### src/sv/srma_pkg.sv
// ----------------------------------------------------------------------------
// srma_pkg
// Shared widths, request codes and defaults for the sparse row merge adder.
// ----------------------------------------------------------------------------
`default_nettype none

package srma_pkg;

    localparam int ROW_CAP_DEFAULT = 32;

    localparam int REQ_W = 2;
    localparam int COL_W = 31;
    localparam int VAL_W = 32;
    localparam int ENTRY_W = COL_W + VAL_W;

    localparam logic [REQ_W-1:0] REQ_LOAD_A  = 2'd0;
    localparam logic [REQ_W-1:0] REQ_LOAD_B  = 2'd1;
    localparam logic [REQ_W-1:0] REQ_ROW_END = 2'd2;

    typedef logic [ENTRY_W-1:0] entry_t;

endpackage

`default_nettype wire

### src/sv/sparse_row_merge_add.sv
// ----------------------------------------------------------------------------
// sparse_row_merge_add
// Row-by-row CSR matrix addition: buffers A and B entries of a row, then
// merges them by column with a saturated Q16.16 sum on equal columns.
// ----------------------------------------------------------------------------
// Usage:
//   Request channel (req_valid / req_stall): req_type selects a load of an A
//   entry, a load of a B entry, or the end of a row. Loads produce no result
//   and are accepted whenever the block is idle.
//   An end-of-row request starts the merge. While merging, req_stall is high.
//   Result channel (res_valid / res_stall): one result per merged column, or
//   one marker with out_valid_entry low for an empty row. The last result of
//   a row carries last_in_row, the running entry count and matrix_done.
//   The end-of-row request moves the block to a read state, where the entry
//   memories are read into their output registers, then to an emit state
//   that compares the columns, forms the sum and registers the result; each
//   further result passes through both states again. The request side stays
//   busy until the last result is registered. Results leave through an output
//   register, so the next row's loads are taken while the last result waits.
//   While res_stall holds a pending result, the merge waits with it in place.
//   Reset clears the fill counts, row and entry counters and sets row_count
//   to 1; entry memories are not cleared and need no clearing pass.
// ----------------------------------------------------------------------------
`default_nettype none

module sparse_row_merge_add #(
    parameter int ROW_CAP = srma_pkg::ROW_CAP_DEFAULT
) (
    input  wire logic                        clk,
    input  wire logic                        rst_n,
    input  wire logic                        row_count_we,
    input  wire logic [srma_pkg::COL_W-1:0]  row_count_data,
    input  wire logic                        req_valid,
    output logic                             req_stall,
    input  wire logic [srma_pkg::REQ_W-1:0]  req_type,
    input  wire logic [srma_pkg::COL_W-1:0]  column,
    input  wire logic signed [srma_pkg::VAL_W-1:0] entry_value,
    output logic                             res_valid,
    input  wire logic                        res_stall,
    output logic                             out_valid_entry,
    output logic [srma_pkg::COL_W-1:0]       out_column,
    output logic signed [srma_pkg::VAL_W-1:0] out_value,
    output logic                             last_in_row,
    output logic [srma_pkg::COL_W-1:0]       row_end_count,
    output logic [srma_pkg::COL_W-1:0]       row_number,
    output logic                             matrix_done,
    output logic                             row_overflow
);

    import srma_pkg::*;

    localparam int IDX_W = (ROW_CAP > 1) ? $clog2(ROW_CAP) : 1;
    localparam int CNT_W = $clog2(ROW_CAP + 1);
    localparam logic [CNT_W-1:0] CAP = CNT_W'(ROW_CAP);

    typedef enum logic [1:0] {
        S_IDLE,
        S_READ,
        S_EMIT
    } state_t;

    state_t state_reg;

    entry_t mem_a [ROW_CAP];
    entry_t mem_b [ROW_CAP];
    entry_t a_rd_reg;
    entry_t b_rd_reg;

    logic [COL_W-1:0] row_count_reg;
    logic [CNT_W-1:0] a_fill_reg;
    logic [CNT_W-1:0] b_fill_reg;
    logic [CNT_W-1:0] ia_reg;
    logic [CNT_W-1:0] ib_reg;
    logic [COL_W-1:0] total_reg;
    logic [COL_W-1:0] row_reg;
    logic             overflow_reg;

    logic                     res_valid_reg;
    logic                     out_valid_entry_reg;
    logic [COL_W-1:0]         out_column_reg;
    logic signed [VAL_W-1:0]  out_value_reg;
    logic                     last_in_row_reg;
    logic [COL_W-1:0]         row_end_count_reg;
    logic [COL_W-1:0]         row_number_reg;
    logic                     matrix_done_reg;
    logic                     row_overflow_reg;

    logic             req_take;
    logic             load_a;
    logic             load_b;
    logic             slot_free;
    logic             a_has;
    logic             b_has;
    logic [COL_W-1:0] ca;
    logic [COL_W-1:0] cb;
    logic [VAL_W-1:0] va;
    logic [VAL_W-1:0] vb;
    logic [VAL_W:0]   sum_wide;
    logic [VAL_W-1:0] sum_sat;
    logic             take_a;
    logic             take_b;
    logic             any_entry;
    logic [CNT_W-1:0] ia_next;
    logic [CNT_W-1:0] ib_next;
    logic             row_last;
    logic             mat_done;
    logic [COL_W-1:0] total_next;
    logic [COL_W-1:0] pick_col;
    logic [VAL_W-1:0] pick_val;

    assign req_stall = (state_reg != S_IDLE);
    assign req_take  = req_valid && !req_stall;
    assign load_a    = req_take && (req_type == REQ_LOAD_A) && (a_fill_reg < CAP);
    assign load_b    = req_take && (req_type == REQ_LOAD_B) && (b_fill_reg < CAP);
    assign slot_free = !res_valid_reg || !res_stall;

    // entry memories: one write port, registered read
    always_ff @(posedge clk)
    begin
        if (load_a)
        begin
            mem_a[a_fill_reg[IDX_W-1:0]] <= {column, entry_value};
        end
        a_rd_reg <= mem_a[ia_reg[IDX_W-1:0]];
    end

    always_ff @(posedge clk)
    begin
        if (load_b)
        begin
            mem_b[b_fill_reg[IDX_W-1:0]] <= {column, entry_value};
        end
        b_rd_reg <= mem_b[ib_reg[IDX_W-1:0]];
    end

    always_comb
    begin
        a_has    = (ia_reg < a_fill_reg);
        b_has    = (ib_reg < b_fill_reg);
        ca       = a_rd_reg[ENTRY_W-1:VAL_W];
        va       = a_rd_reg[VAL_W-1:0];
        cb       = b_rd_reg[ENTRY_W-1:VAL_W];
        vb       = b_rd_reg[VAL_W-1:0];
        sum_wide = {va[VAL_W-1], va} + {vb[VAL_W-1], vb};
        if (sum_wide[VAL_W] != sum_wide[VAL_W-1])
        begin
            sum_sat = sum_wide[VAL_W] ? {1'b1, {(VAL_W-1){1'b0}}}
                                      : {1'b0, {(VAL_W-1){1'b1}}};
        end
        else
        begin
            sum_sat = sum_wide[VAL_W-1:0];
        end

        take_a = a_has && (!b_has || (ca <= cb));
        take_b = b_has && (!a_has || (cb <= ca));
        any_entry = a_has || b_has;

        ia_next = take_a ? ia_reg + CNT_W'(1) : ia_reg;
        ib_next = take_b ? ib_reg + CNT_W'(1) : ib_reg;
        row_last = !((ia_next < a_fill_reg) || (ib_next < b_fill_reg));

        if (take_a && take_b)
        begin
            pick_col = ca;
            pick_val = sum_sat;
        end
        else if (take_a)
        begin
            pick_col = ca;
            pick_val = va;
        end
        else if (take_b)
        begin
            pick_col = cb;
            pick_val = vb;
        end
        else
        begin
            pick_col = '0;
            pick_val = '0;
        end

        total_next = any_entry ? total_reg + COL_W'(1) : total_reg;
        mat_done   = ({1'b0, row_reg} + (COL_W+1)'(1)) >= {1'b0, row_count_reg};
    end

    always_ff @(posedge clk or negedge rst_n)
    begin
        if (!rst_n)
        begin
            state_reg           <= S_IDLE;
            row_count_reg       <= COL_W'(1);
            a_fill_reg          <= '0;
            b_fill_reg          <= '0;
            ia_reg              <= '0;
            ib_reg              <= '0;
            total_reg           <= '0;
            row_reg             <= '0;
            overflow_reg        <= 1'b0;
            res_valid_reg       <= 1'b0;
            out_valid_entry_reg <= 1'b0;
            out_column_reg      <= '0;
            out_value_reg       <= '0;
            last_in_row_reg     <= 1'b0;
            row_end_count_reg   <= '0;
            row_number_reg      <= '0;
            matrix_done_reg     <= 1'b0;
            row_overflow_reg    <= 1'b0;
        end
        else
        begin
            if (row_count_we)
            begin
                row_count_reg <= row_count_data;
            end
            if (res_valid_reg && !res_stall)
            begin
                res_valid_reg <= 1'b0;
            end

            unique case (state_reg)
                S_IDLE:
                begin
                    if (req_take)
                    begin
                        unique case (req_type)
                            REQ_LOAD_A:
                            begin
                                if (a_fill_reg < CAP)
                                    a_fill_reg <= a_fill_reg + CNT_W'(1);
                                else
                                    overflow_reg <= 1'b1;
                            end
                            REQ_LOAD_B:
                            begin
                                if (b_fill_reg < CAP)
                                    b_fill_reg <= b_fill_reg + CNT_W'(1);
                                else
                                    overflow_reg <= 1'b1;
                            end
                            REQ_ROW_END:
                            begin
                                ia_reg    <= '0;
                                ib_reg    <= '0;
                                state_reg <= S_READ;
                            end
                            default:
                            begin
                            end
                        endcase
                    end
                end
                S_READ:
                begin
                    state_reg <= S_EMIT;
                end
                S_EMIT:
                begin
                    if (slot_free)
                    begin
                        res_valid_reg       <= 1'b1;
                        out_valid_entry_reg <= any_entry;
                        out_column_reg      <= pick_col;
                        out_value_reg       <= pick_val;
                        last_in_row_reg     <= row_last;
                        row_end_count_reg   <= row_last ? total_next : '0;
                        row_number_reg      <= row_reg;
                        matrix_done_reg     <= row_last && mat_done;
                        row_overflow_reg    <= overflow_reg;
                        ia_reg              <= ia_next;
                        ib_reg              <= ib_next;
                        total_reg           <= total_next;
                        if (row_last)
                        begin
                            a_fill_reg   <= '0;
                            b_fill_reg   <= '0;
                            ia_reg       <= '0;
                            ib_reg       <= '0;
                            overflow_reg <= 1'b0;
                            if (mat_done)
                            begin
                                total_reg <= '0;
                                row_reg   <= '0;
                            end
                            else
                            begin
                                row_reg <= row_reg + COL_W'(1);
                            end
                            state_reg <= S_IDLE;
                        end
                        else
                        begin
                            state_reg <= S_READ;
                        end
                    end
                end
                default:
                begin
                    state_reg <= S_IDLE;
                end
            endcase
        end
    end

    assign res_valid       = res_valid_reg;
    assign out_valid_entry = out_valid_entry_reg;
    assign out_column      = out_column_reg;
    assign out_value       = out_value_reg;
    assign last_in_row     = last_in_row_reg;
    assign row_end_count   = row_end_count_reg;
    assign row_number      = row_number_reg;
    assign matrix_done     = matrix_done_reg;
    assign row_overflow    = row_overflow_reg;

    a_fill_bound: assert property (@(posedge clk) disable iff (!rst_n)
        (a_fill_reg <= CAP) && (b_fill_reg <= CAP))
        else $error("fill count beyond row capacity");

    ptr_bound: assert property (@(posedge clk) disable iff (!rst_n)
        (state_reg != S_IDLE) |-> ((ia_reg <= a_fill_reg) && (ib_reg <= b_fill_reg)))
        else $error("merge pointer past fill count");

    done_is_last: assert property (@(posedge clk) disable iff (!rst_n)
        (res_valid && matrix_done) |-> last_in_row)
        else $error("matrix_done without last_in_row");

    marker_is_last: assert property (@(posedge clk) disable iff (!rst_n)
        (res_valid && !out_valid_entry) |-> last_in_row)
        else $error("empty-row marker not last in row");

    no_overwrite: assert property (@(posedge clk) disable iff (!rst_n)
        (res_valid && res_stall && (state_reg == S_EMIT)) |=> $stable(out_column))
        else $error("pending result overwritten");

endmodule

`default_nettype wire
### config.mk
export PLATFORM = sky130hd
export DESIGN_NAME = sparse_row_merge_add
export DESIGN_NICKNAME = d
export VERILOG_FILES = /design/src/sv/srma_pkg.sv /design/src/sv/sparse_row_merge_add.sv
export SDC_FILE = /design/constraint.sdc
export NUM_CORES = 2
export LEC_CHECK = 0
export BUFFER_PORTS_ARGS = -buffer_cell sky130_fd_sc_hd__buf_2
export CELL_PAD_IN_SITES_DETAIL_PLACEMENT = 1
export CELL_PAD_IN_SITES_GLOBAL_PLACEMENT = 2
export CORE_MARGIN = 3
export CORE_UTILIZATION = 54
export DETAILED_ROUTE_END_ITERATION = 10
export GPL_TIMING_DRIVEN = 0
export HOLD_SLACK_MARGIN = 0.1
export MAX_ROUTING_LAYER = met4
export PLACE_DENSITY_LB_ADDON = 0.25
export SYNTH_ARGS = -nofsm -noshare
export SYNTH_HDL_FRONTEND = slang
export SYNTH_SLANG_ARGS = --single-unit
### constraint.sdc
create_clock -name clk -period 8.45 [get_ports clk]
set_clock_uncertainty 0.1 [all_clocks]
set_input_delay 0.4225 -clock clk [delete_from_list [all_inputs] [get_ports clk]]
set_output_delay 0.4225 -clock clk [all_outputs]
set_load 0.02 [all_outputs]
# Word-level counts from Yosys, hierarchy flattened
# Memory sizes are Yosys's and may differ from the RTL's. A register that Yosys moved wholly into a read port is not among the register bits.
# Index checks and enable logic that the tools add are counted.
word_totals:
  romBits: 0
  elab_cells: 138
  out_inout_bits: 131
  reg_bits: 250
  latch_bits: 0
  ramBits: 4032
  mem_count: 2
op_classes:
  mux: 52
  bitwise: 1
  magnitude_cmp: 9
  eq_ne: 16
  n_mul: 0
  div: 0
  shift: 0
  addsub: 8
  n_reduce_logical: 32
mem_list:
  columns: ["name", "depth", "width", "rd", "rd_clocked_by_memory_dff", "write_ports", "line_no", "rtl"]
  rows:
  - ["mem_a", 32, 63, 1, 1, 1, "sparse_row_merge_add.sv:64", "entry_t mem_a [ROW_CAP];"]
  - ["mem_b", 32, 63, 1, 1, 1, "sparse_row_merge_add.sv:65", "entry_t mem_b [ROW_CAP];"]
ops:
  columns: ["op", "count"]
  rows:
  - ["$mux W31", 8]
  - ["$mux W32", 5]
  - ["$mux W6", 16]
  - ["$add A31 B1 Y31 const B", 2]
  - ["$le A31 B31 Y1", 2]
  - ["$pmux W6 S2", 4]
  - ["$add A32 B32 Y33", 1]
  - ["$add A31 B1 Y32 const B", 1]
  - ["$ge A32 B31 Y1", 1]
  - ["$add A6 B1 Y6 const B", 4]
  - ["$lt A6 B6 Y1", 4]
  - ["$ne A2 B2 Y1 const B", 7]
  - ["$mux W1", 13]
  - ["$lt A6 B6 Y1 const B", 2]
  - ["$reduce_and A6 Y1", 2]
  - ["$logic_and A1 B1 Y1", 10]
  - ["$ne A3 B3 Y1 const B", 3]
  - ["$reduce_and A7 Y1", 1]
  - ["$logic_not A1 Y1", 6]
  - ["$mux W2", 3]
  - ["$pmux W2 S3", 1]
  - ["$reduce_and A3 Y1", 2]
  - ["$logic_or A1 B1 Y1", 5]
  - ["$eq A2 B1 Y1 const B", 2]
  - ["other kinds (9)", 13]

# Logic depth before layout (Yosys ltp)
logic_depth:
  word_depth: 10
  ltp_mapped: 23

# Worst setup path before layout
# OpenSTA, ideal clock, no wires.
synth_timing:
  path_type: "reg-to-reg"
  startpoint: "register state_reg[1]"
  endpoint: "memory mem_b[15][0] (netlist bit), enable pin"
  n_path_buf: 0
  arrival_time_ps: 4247
  stages_incl_launch_ff: 6
  setup_slack_ps: 3618
  t_required_ps: 7865
  setup_ps: 485
  cell_sequence: "dfrtp_1 > nor4b_1 > inv_1 > nor3b_1 > nand2_1 > nor2_1"
synth_between:
  elab_chain_cells: 7
synth_lines:
  columns: ["element", "line_no", "rtl"]
  rows:
  - ["from (decl)", "sparse_row_merge_add.sv:62", "state_t state_reg;"]
  - ["from (signal assigned)", "sparse_row_merge_add.sv:192", "state_reg <= S_IDLE;"]
  - ["from (signal assigned)", "sparse_row_merge_add.sv:246", "state_reg <= S_READ;"]
  - ["from (signal assigned)", "sparse_row_merge_add.sv:256", "state_reg <= S_EMIT;"]
  - ["$reduce_bool A2 Y1", "sparse_row_merge_add.sv:111", "assign req_stall = (state_reg != S_IDLE);"]
  - ["$logic_not A1 Y1", "sparse_row_merge_add.sv:112", "assign req_take = req_valid && !req_stall;"]
  - ["$logic_and A1 B1 Y1", "sparse_row_merge_add.sv:112", null]
  - ["$logic_and A1 B1 Y1 (2 in series)", "sparse_row_merge_add.sv:114", "assign load_b = req_take && (req_type == REQ_LOAD_B) && (b_fill_reg < CAP);"]
  - ["$mux W1", "sparse_row_merge_add.sv:129", "if (load_b)"]
  - ["$mux W1 (implied by the code)", "sparse_row_merge_add.sv:131", "mem_b[b_fill_reg[IDX_W-1:0]] <= {column, entry_value};"]
  - ["to (decl)", "sparse_row_merge_add.sv:65", null]
# Every way passes these cells.

# Worst setup path after layout
layout_timing:
  startpoint: "register a_rd_reg[37], read port of mem_a"
  endpoint: "register row_reg[23]"
layout_between:
  elab_chain_cells: 8
  elab_cells_between_ends: 13
layout_lines:
  columns: ["element", "line_no", "rtl"]
  rows:
  - ["from (decl)", "sparse_row_merge_add.sv:66", "entry_t a_rd_reg;"]
  - ["$le A31 B31 Y1, on equally long branches", "sparse_row_merge_add.sv:155, sparse_row_merge_add.sv:156", null]
  - ["$logic_or A1 B1 Y1, on equally long branches", "sparse_row_merge_add.sv:155, sparse_row_merge_add.sv:156", null]
  - ["$logic_and A1 B1 Y1, on equally long branches", "sparse_row_merge_add.sv:155, sparse_row_merge_add.sv:156", null]
  - ["$mux W6, on equally long branches", "sparse_row_merge_add.sv:159, sparse_row_merge_add.sv:160", null]
  - ["$lt A6 B6 Y1", "sparse_row_merge_add.sv:161", "row_last = !((ia_next < a_fill_reg) || (ib_next < b_fill_reg));"]
  - ["$logic_or A1 B1 Y1 *", "sparse_row_merge_add.sv:161", null]
  - ["$not A1 Y1 (no source line) *", null, null]
  - ["$reduce_and A3 Y1 (no source line) *", null, null]
  - ["to (signal assigned)", "sparse_row_merge_add.sv:288", "row_reg <= row_reg + COL_W'(1);"]
  - ["to (decl)", "sparse_row_merge_add.sv:75", "logic [COL_W-1:0] row_reg;"]
# Mark *: on every way between the ends. The rest lies on a longest branch, timed or not.
# A chain may end at the register's enable or synchronous reset.

==> results_dict.tcl <==
set metrics [dict create \
    status "finished with violations" \
    failed_checks "capacitance limit, slew limit" \
    grt_antenna_before_repair 19 \
    finalPower_mw 59.4 \
    drt_iter0_markers 13400 \
    finalHoldViolCount 0 \
    ys_seq_area_share_pct 75.9 \
    drv_cap 2 \
    core-area_um2 315000 \
    switching_share_pct 30.3 \
    grt_pass1_vias 93300 \
    cts-resized-gates 0 \
    worstSetupStartpoint "a_rd_reg[37]" \
    hold_depth 3 \
    cts_max_level 5 \
    max_stage_delay_ns 1.03 \
    yosys.cell_count.top_type "edfxtp_1" \
    wl_um 521000 \
    synth_common_cells "edfxtp_1 (4032), mux4_2 (1260), clkbuf_1 (311)" \
    clock-sinks 4408 \
    hpwlAfterDp_um 347000 \
    ys_warn_count 0 \
    rsz0062_at_grt "false" \
    wl_per_cell_um 38.9 \
    clk_latency_ns 1.00 \
    use_met2_pct 51.5 \
    dieArea_um2 324000 \
    cp_slowest_cell "a211oi_1" \
    post-cts-setup-buffers 0 \
    fin_crit_sh_pct 93.3 \
    setup_viol 0 \
    relSlewSlack_pct -4.03 \
    finalNetCount 9047 \
    min_period_ns 7.88 \
    cts_buffers 436 \
    hold-path-endpoint "row_count_reg[8]" \
    busiest_layer "met2" \
    syn2layout_area_growth_pct 15.5 \
    die_w_um 569 \
    portBuffers 230 \
    design_area_um2 198000 \
    holdWs_ns 0.148 \
    clock_path_buffers 4 \
    synth_largest_area_cell "edfxtp_1" \
    ys_types 89 \
    crit_path_max_fanout 10 \
    initial_core_util_pct 54.3 \
    rows 206 \
    worst_hold_path_type "in2reg" \
    syn_inst 7817 \
    clk_pin_slew_worst_paths_ns 0.06 \
    intPower_mw 41.4 \
    cts_tree "yes" \
    seq_power_share_pct 42.3 \
    grt_first_pass_wirelength_um 731000 \
    synth_flop_cell "edfxtp_1" \
    via_count 89600 \
    dr.pass1.iters 6 \
    crit_buf_inv 4 \
    syn_area_per_cell_um2 21.9 \
    hold_start "row_count_we" \
    drt.antenna.violating_nets 0 \
    worstSetupPathType "reg2reg" \
    worstPathRequired_ns 9.18 \
    start_kind "register" \
    gr-usage-met1_pct 44.4 \
    syn_nets 8045 \
    ff2ff_path_depth 21 \
    ir_drop_mv 0.230 \
    drc_errors 0 \
    gp_congestion 0.914 \
    drv_slew 22 \
    max_freq_mhz 127 \
    hold_buffers 121 \
    r2r-start "a_rd_reg[37]" \
    crit_path_cell_trace "inv_1 > ha_1 > nand4_1 > nor3_1 > and3_1 > a2111oi_0 > a211oi_1 > clkbuf_1 > nand2_1 > xnor2_1 > ha_1 > a21o_1 > a21o_1 > a21oi_1 > nand3b_1 > o211a_1 > and2_1 > nand4_1 > clkbuf_1 > clkbuf_1 > o21ai_0" \
    clockPowerShare_pct 32.3 \
    synth_area_leaders "edfxtp_1 (71%), mux4_2 (17%), dfrtp_1 (3.6%)" \
    tightest_slew_ns 1.56 \
    placed_area_um2 182000 \
    synth-edff-count 4032 \
    fp.dieH_um 569 \
    async_reset_ff_share_pct 5.67 \
    crit_top_cell "clkbuf_1" \
    p_sw_mw 18.0 \
    ff2ff_setup_slack_ns 0.57 \
    synth_top_area_share_pct 70.7 \
    endpoint_kind "register" \
    cp_top_family "compound AO/OA/AOI/OAI gates" \
    met3_usage_pct 6.10 \
    grt_overflow 0 \
    routed_via_density 6.70 \
    drive_above_1_share_pct 28.3 \
    power_frac_comb_pct 25.4 \
    ys_ff_latch 4408 \
    grt_max_degree 96 \
    pwr_density_cell_nw_per_um2 301 \
    p_leak_nw 63.3 \
    groute.usage.overall_pct 33.3 \
    regToRegEndpoint "row_reg[23]" \
    io_pins 232 \
    syn_area_um2 171000 \
    crit_arrival_ns 8.62 \
    clk_root_buffer_cell "clkbuf_16" \
]
through the flow:
step	TNS, ns	cells	util [%]	setup slack (ns)
after floorplan	0	7817	-	3.62
after global placement	-3729.92	12200	56.3	-1.64
after detailed placement	0	12400	57.8	0.883
after CTS	0	13300	62.7	0.854
after global routing	0	13400	62.7	0.351
final	0	13400	62.7	0.569
power by group through the flow:
stage | Clock (mW) | Sequential [mW] | Combinational, mW
floorplan | 0 | 25.2 | 9.31
global placement | 0 | 25.6 | 14.4
detailed placement | 0 | 25.6 | 14.8
CTS | 19.4 | 25.2 | 15.0
global route | 20.3 | 25.1 | 15.9
finish | 19.2 | 25.2 | 15.1
how the worst max path moves through the flow:
| stage | slack (ns) | endpoint | depth (start not counted) |
|---|---|---|---|
| after detailed placement | 0.88 | row_reg[23] | 21 |
| after CTS | 0.85 | row_reg[23] | 21 |
| after global placement | -1.64 | mem_b[11][34] | 6 |
| after global routing | 0.35 | row_reg[23] | 21 |
| after floorplan | 3.62 | mem_b[15][0] | 5 |
| final | 0.57 | row_reg[23] | 21 |
worst register-to-register path, delay by kind of cell, from the launching register on:
family / cells / cell delay (ns)
buf+inv: 4 / 1.99
xor+xnor: 1 / 0.19
simple gates: 7 / 2.14
fa+ha+maj: 2 / 0.57
compound gates: 7 / 2.18
flops: 1 / 0.58
kinds of logic (layout without fill, tap and decap cells):
group / after synthesis / count (layout) / share of synthesized area (%)
DFF: 4408 / 4408 / 75.9
muxes: 1399 / 1399 / 17.5
and+or+nand+nor: 743 / 743 / 1.98
AOI/OAI and AO/OA: 552 / 552 / 2.15
buffers and inverters: 507 / 1885 / 1.14
adders and majority gates: 127 / 127 / 0.933
xor gates and xnor gates: 81 / 81 / 0.415
other: 0 / 16 / 0
routing by layer:
layer  routed length [um]  share of wire [%]  vias to the layer above
met5                    0                  0                        -
met2               251000                 48                     5488
met4                25100                4.8                        0
met3                51200                9.8                      985
li1                     -                  -                    34800
met1               193000                 37                    48300
layout by cell type (no fill, tap or decap), types with 30 or more instances in the layout:
cell           Yosys  routed
a21o_1            44      44
a21oi_1           97      97
a221oi_1          31      31
a22o_1            50      50
buf_1             69      60
buf_12             0     178
buf_2             20     253
bufinv_16          0      30
clkbuf_1         311     409
clkbuf_16          0     445
clkbuf_8           0      30
clkinv_1           0      76
clkinv_2           0      71
dfrtp_1          249     249
dfxtp_1          126     126
dlygate4sd3_1      0     125
edfxtp_1        4032    4032
ha_1             126     126
inv_1            101     101
mux2_2           132     132
mux4_2          1260    1260
nand2_1          280     280
nand3_1           60      60
nand4_1           30      30
nor2_1           227     163
nor2_4             1      65
nor3_1            36      36
o21ai_0          155     155
o31ai_1           43      42
xnor2_1           52      52
area by class of cell:
| class | count | area (um2) |
|---|---|---|
| tap | 4160 | 5200 |
| antenna | 16 | 40.0 |
| timing repair buffer | 564 | 6810 |
| multi-input combinational | 2902 | 39800 |
| buffer | 405 | 1620 |
| fill | 25500 | 117000 |
| clock inverter | 214 | 2000 |
| inverter | 102 | 383 |
| sequential | 4408 | 130000 |
| clock buffer | 600 | 12000 |
(Power assumes the default switching activity.)
